## config.mk

```make
export PLATFORM = sky130hd
export DESIGN_NAME = plb_fifo
export DESIGN_NICKNAME = d
export VERILOG_FILES = /design/src/hdl/plb_pkg.sv /design/src/hdl/plb_fifo.sv
export SDC_FILE = /design/constraint.sdc
export NUM_CORES = 1
export LEC_CHECK = 0
export BUFFER_PORTS_ARGS = -buffer_cell sky130_fd_sc_hd__buf_2
export CORE_ASPECT_RATIO = 1.2
export CORE_MARGIN = 10
export CORE_UTILIZATION = 43
export DETAILED_ROUTE_END_ITERATION = 10
export GPL_TIMING_DRIVEN = 0
export MAX_ROUTING_LAYER = met4
export PLACE_DENSITY = 0.67
export RECOVER_POWER = 100
export SYNTH_ARGS = -nofsm -noshare
export SYNTH_HDL_FRONTEND = slang
export SYNTH_SLANG_ARGS = --single-unit
export TNS_END_PERCENT = 50
```

## constraint.sdc

```tcl
create_clock -name clk -period 22.1 [get_ports clk]
set_clock_uncertainty 0.05 [all_clocks]
set_input_delay 1.105 -clock clk [delete_from_list [all_inputs] [get_ports clk]]
set_output_delay 1.105 -clock clk [all_outputs]
set_load 0.03 [all_outputs]
```

## src/hdl/plb_pkg.sv

```systemverilog
`default_nettype none
package plb_pkg;
    localparam int unsigned ValW   = 63;
    localparam int unsigned TimeW  = 48;
    localparam int unsigned SlotW  = 5;

    typedef logic [ValW-1:0]  val_t;
    typedef logic [TimeW-1:0] time_t;
    typedef logic [SlotW-1:0] slot_t;

    typedef struct packed {
        logic  side;
        val_t  price;
        val_t  qty;
        logic  has_time;
        time_t event_time;
        logic  end_of_message;
    } upd_t;

    typedef struct packed {
        slot_t slot;
        val_t  slot_price;
        val_t  slot_qty;
        time_t stamp;
        logic  overflowed;
        logic  final_slot;
    } snap_t;
endpackage
`default_nettype wire

```

## src/hdl/plb_fifo.sv

```systemverilog
`default_nettype none
// Two-entry queue between the front and the book engine.
module plb_fifo (
    input  wire logic          clk,
    input  wire logic          rst_n,
    input  wire logic          push,
    input  wire plb_pkg::upd_t wdata,
    output logic               full,
    input  wire logic          pop,
    output plb_pkg::upd_t      rdata,
    output logic               empty
);
    plb_pkg::upd_t mem_reg [2];
    logic          wp_reg, rp_reg;
    logic [1:0]    cnt_reg;

    assign full  = (cnt_reg == 2'd2);
    assign empty = (cnt_reg == 2'd0);
    assign rdata = mem_reg[rp_reg];

    always_ff @(posedge clk)
    begin
        if (push && !full)
        begin
            mem_reg[wp_reg] <= wdata;
        end
    end

    always_ff @(posedge clk or negedge rst_n)
    begin
        if (!rst_n)
        begin
            wp_reg  <= 1'b0;
            rp_reg  <= 1'b0;
            cnt_reg <= 2'd0;
        end
        else
        begin
            if (push && !full)
            begin
                wp_reg <= ~wp_reg;
            end
            if (pop && !empty)
            begin
                rp_reg <= ~rp_reg;
            end
            cnt_reg <= cnt_reg + 2'((push && !full) ? 1 : 0) - 2'((pop && !empty) ? 1 : 0);
        end
    end

    property p_no_wrap;
        @(posedge clk) disable iff (!rst_n) full |=> cnt_reg != 2'd0 || $past(pop);
    endproperty
    a_no_wrap: assert property (p_no_wrap) else $error("fifo emptied without pop");
    a_cnt: assert property (@(posedge clk) disable iff (!rst_n) cnt_reg != 2'd3)
        else $error("fifo count out of range");
    a_ptr: assert property (@(posedge clk) disable iff (!rst_n)
        (cnt_reg == 2'd0 || cnt_reg == 2'd2) |-> wp_reg == rp_reg)
        else $error("fifo pointers disagree with count");
endmodule
`default_nettype wire

```

==> results of run 1 <==
==> final timing paths <==
check / start / to
worst max-delay path: push / mem_reg[1][0]
worst min-delay path: rst_n / rp_reg
worst max register to register: cnt_reg[1] / mem_reg[1][0]
worst min register to register: wp_reg / wp_reg
max in group asynchronous: rst_n / wp_reg
min in group clk: wp_reg / wp_reg
==> cells by family after synthesis <==
| group | count (synthesis) | synth area share [%] |
|---|---|---|
| xor gates and xnor gates | 4 | 0.262 |
| adders and majority gates | 2 | 0.187 |
| buffers and inverters | 22 | 1.50 |
| DFF | 358 | 80.1 |
| muxes | 177 | 17.7 |
| and+or+nand+nor | 6 | 0.224 |
==> power breakdown <==
part / internal [mW] / total (mW) / switching (mW) / leakage [nW]
combinational: 0.277 / 0.887 / 0.610 / 1.98
clock: 0.346 / 0.590 / 0.244 / 0.559
sequential: 0.939 / 0.970 / 0.0311 / 3.33
total: 1.56 / 2.45 / 0.886 / 5.87
==> through the flow <==
stage          area (um2)  cells  util (%)  hold WS (ns)  worst slack (ns)
2_1_floorplan       13400    569         -         0.411             12.79
3_3_place_gp        15700   1324      51.3         0.425              8.05
3_5_place_dp        15900   1334      52.2         0.437             19.36
4_1_cts             17100   1402      56.0         0.301             18.92
5_1_grt             16400   1410      53.8         0.363             15.19
6_report            16400   1410      53.8         0.358             15.89
==> layout by cell type (no fill, tap or decap), types with 4 or more instances in the layout <==
| master | n |
|---|---|
| mux2_4 | 74 |
| clkbuf_1 | 236 |
| buf_2 | 160 |
| dfrtp_1 | 4 |
| mux2_2 | 74 |
| clkinv_1 | 10 |
| diode_2 | 8 |
| edfxtp_1 | 354 |
| clkbuf_16 | 39 |
| mux2_1 | 29 |
| clkinv_2 | 5 |
==> worst max-delay path, delay by kind of cell <==
family / cells / cell delay [ns]
AND/OR/NAND/NOR: 1 / 0.84
buffers and inverters: 3 / 4.24
==> routing by layer <==
layer  up-vias  routed length (um)
met5         -                   0
met4         0                 677
met3        46                2240
met2       245               16100
met1      3343               10900
li1       3094                   -
==> layout make-up <==
cell class | count | area (um2) | area share (%)
Tap cell | 396 | 495 | 3.01
Buffer | 20 | 82.6 | 0.502
Clock buffer | 47 | 1010 | 6.12
Antenna cell | 8 | 20.0 | 0.122
Inverter | 2 | 7.51 | 0.0457
Multi-Input combinational cell | 189 | 2360 | 14.4
Timing Repair Buffer | 369 | 1590 | 9.64
Sequential cell | 358 | 10700 | 65.3
Clock inverter | 21 | 154 | 0.936
==> results.toml, run 1 <==
[power_and_ir_drop]
p_leak_nw = 5.87
p_per_area_nw_per_um2 = 149
power_mw = 2.45
ir_drop_mv = 0.101

[final_layout]
largest_reg_flops = 354
layout.nets = 1160
syn_to_final_growth_pct = 22.8
drive_gt1_share_pct = 35.7
num-fill-cells = 2626

[critical_path]
rrSetupSlack_ns = 16.05
critPathCaptureType = "flip-flop"
cp_slowest_stage_delay_ns = 2.15
cp_data_required_time_ns = 22.13
crit_chain = "clkbuf_1, and3_1, clkbuf_1, clkbuf_1"
worst_path_most_repeated_cell = "clkbuf_1"
cp_slowest_cell = "clkbuf_1"
path_class = "in2reg"
reg2reg_depth = 4
path_max_fanout = 51
worstSetupStartpointType = "primary input"
cp.arrival_ns = 6.23

[sta]
final-setup-viol-count = 0
fmax_mhz = 161
tightest_slew_ns = 3.66
period_needed_ns = 6.21
fin_tns_setup_ns = 0
hold_violations = 0
rsz0062_at_grt = "no"
drv_slew = 283
maxSlewHeadroom_pct = -144
fin_crit_sh_pct = 28.1

[floorplanning]
coreArea_um2 = 30600
dieArea_um2 = 38600
num_rows = 70
fp.dieH_um = 213
dieWidth_um = 181
ios = 360
initial_core_util_pct = 43.8

[grt]
grt-busiest-layer = "met2"
antenna_found_initial = 8
gr-total-overflow = 0
met2_usage_pct = 26.2
grt_max_degree = 65
grt_usage_pct = 15.1
grt_pass1_wl_mm = 43.8
grt_pass1_vias = 7385
met3_usage_pct = 4.81
grt_use_met1_pct = 16.1

[routing]
initialDrtViolationCount = 308
post_drt_wl_per_cell_um = 21.2
drc = 0
ant_nets = 0
via_per_inst = 4.77
wl_mm = 29.9
route.vias.total = 6728
drtPass1Iterations = 4

[yosys]
syn_area_um2 = 13400
synth-edff-count = 354
synth_ff_type = "edfxtp_1"
synth_top_area_cell = "edfxtp_1"
ys_types = 15
ys_async_sr_fraction_pct = 1.12
synth-seq-cells = 358
synth_warnings = 0
synth_most_common_cell = "edfxtp_1"
synth.area.top_cells = "edfxtp_1, mux2_4, mux2_2"
syn_nets = 752
syn_inst = 569
yosysSeqAreaShare_pct = 80.1
synth.top_cell.area_share_pct = 79.4
synth.avg_cell_area_um2 = 23.5
synth_common_cells = "edfxtp_1, mux2_4, mux2_2"

[run]
cap_violations = 7

[clock_tree]
postCtsSetupBuffers = 0
cts_tree = "done"
cts_buffers = 37
root_buffer = "clkbuf_16"
hold_buffers = 0
path_clk_slew_ns = 0.06
cts_resized = 0
htreeDepth = 2
clock_path_buffers = 3
cts_num_sinks = 358
worstSkewPairLatency_ns = 0.52

[status]
failed_checks = "max-capacitance violations, max-slew violations"
status = "finished, violations left"

[placement]
port_buffers = 359
hpwl_mm = 21.8
gp_congestion = 0.725

[min_path]
hp-class = "in2async"
No activity file was read; power rests on OpenSTA's default activity.
==> run 2, diff against run 1 <==
Clock period 22.1 ns to 5.9 ns, I/O delays scaled along.
==> results.toml, run 2 (same netlist as run 1, synthesis figures left out) <==
[sta]
maxSlewHeadroom_pct = -6.44
worst_slack_ns = 2.38
fin_crit_sh_pct = 59.7
period_needed_ns = 3.52
drv_slew = 81
fmax_mhz = 284
tightest_slew_ns = 1.60
fin_tns_setup_ns = 0
rsz0062_at_grt = "no"
holdWs_ns = 0.0727
final-setup-viol-count = 0
hold_violations = 0

[grt]
grt_pass1_wl_mm = 48.0
grt_pass1_vias = 8319
antenna_found_initial = 7
grt_usage_pct = 16.3
gr-total-overflow = 0
grt_max_degree = 58

[power_and_ir_drop]
p_leak_nw = 6.50
ir_drop_mv = 0.310
p_per_area_nw_per_um2 = 508

[final_layout]
syn_to_final_growth_pct = 36.0
num-fill-cells = 2411
layout.nets = 1335
drive_gt1_share_pct = 26.0
layout_common_cells = "edfxtp_1, clkbuf_1, dlygate4sd3_1, buf_2, mux2_4"
multiInputGateArea_um2 = 2360
final_common_cell = "edfxtp_1"
register_area_um2 = 10700
finalNonFillerCells = 1578
largest_reg_flops = 354
final_util_pct = 59.6

[floorplanning]
initial_core_util_pct = 43.8
dieWidth_um = 181
ios = 360
coreArea_um2 = 30600
fp.dieH_um = 213
num_rows = 70
dieArea_um2 = 38600

[routing]
wl_mm = 31.6
ant_nets = 0
post_drt_wl_per_cell_um = 20.0
initialDrtViolationCount = 408
drtPass1Iterations = 6
route.vias.total = 7430
via_per_inst = 4.71
drc = 0

[clock_tree]
postCtsSetupBuffers = 0
worstSkewPairLatency_ns = 0.51
root_buffer = "clkbuf_16"
cts_buffers = 35
cts_tree = "done"
htreeDepth = 2
clock_path_buffers = 3
path_clk_slew_ns = 0.06
cts_num_sinks = 358

[placement]
port_buffers = 359
gp_congestion = 0.701
hpwl_mm = 21.4
dp_cells = 1333
place_ws_ns = 3.64

[critical_path]
critical_path_buf_inv_count = 2
cp_data_required_time_ns = 5.96
crit_chain = "nand2b_1, nand2_1, nor2_1, buf_12, clkbuf_1"
path_max_fanout = 28
cp_slowest_cell = "clkbuf_1"
path_class = "reg2reg"
cp.arrival_ns = 3.58
cp_slowest_stage_delay_ns = 1.17
critPathCaptureType = "flip-flop"
path_delay_family = "buffers and inverters"
worstSetupStartpointType = "flip-flop"

[min_path]
hp-class = "in2reg"

[run]
cap_violations = 3

[status]
failed_checks = "max-capacitance violations, max-slew violations"
status = "finished, violations left"
[run 2: cell count changes in the layout (fill, tap and decap cells not counted), sizes merged, moves of 3 or more]
cell         delta
buf            -48
clkbuf         +42
clkinvlp        -3
dlygate4sd3   +178
[run 2: worst paths after layout]
| check | from | endpoint | slack [ns] | cells past startpoint |
|---|---|---|---|---|
| max | cnt_reg[1] | mem_reg[0][66] | 2.38 | 5 |
| min | push | wp_reg | 0.07 | 3 |
| min in group asynchronous | rst_n | cnt_reg[0] | 0.12 | 2 |
| max reg2reg | cnt_reg[1] | mem_reg[0][66] | 2.38 | 5 |
| max in group asynchronous | rst_n | cnt_reg[1] | 5.48 | 2 |
| min reg2reg | cnt_reg[1] | cnt_reg[1] | 0.45 | 1 |
[run 2: metal layers]
layer	routed length, um	GRT usage (%)	vias up
li1	-	-	3455
met1	11500	17.0	3664
met2	17100	29.2	258
met3	2080	4.69	53
met4	884	5.34	0
met5	0	-	-
[run 2: power by group]
group          internal (mW)  leakage [nW]  total [mW]  switching [mW]
Combinational           1.17          2.62        3.51            2.34
Sequential              3.48          3.33        3.59           0.119
Clock                   1.27         0.543        2.16           0.894
Total                   5.91          6.50        9.26            3.35
[run 2: stage by stage]
step	instance area, um2	power [mW]
4_1_cts	18800	9.70
6_report	18200	9.26
2_1_floorplan	13400	6.40
3_3_place_gp	15700	7.45
3_5_place_dp	15900	7.42
5_1_grt	18200	9.69
[run 2: timing repair]
| action | CTS | global route |
|---|---|---|
| hold buffers | 178 | 0 |
| hold endpoints to repair | 358 | 0 |
| gates resized for setup | 0 | 0 |
[run 2: final cells by class]
type,count,share of cell area [%]
Inverter,2,0.0412
Tap cell,396,2.72
Multi-Input combinational cell,189,13.0
Sequential cell,358,58.9
Clock inverter,17,0.852
Clock buffer,42,5.19
Buffer,20,0.412
Antenna cell,8,0.110
Timing Repair Buffer,546,18.8
[run 2: worst register-to-register path, cell delays in order, from the launching register on]
cell and delay (ns):
dfrtp_1 0.40, nand2b_1 0.13, nand2_1 0.12, nor2_1 0.91, buf_12 0.30, clkbuf_1 1.19
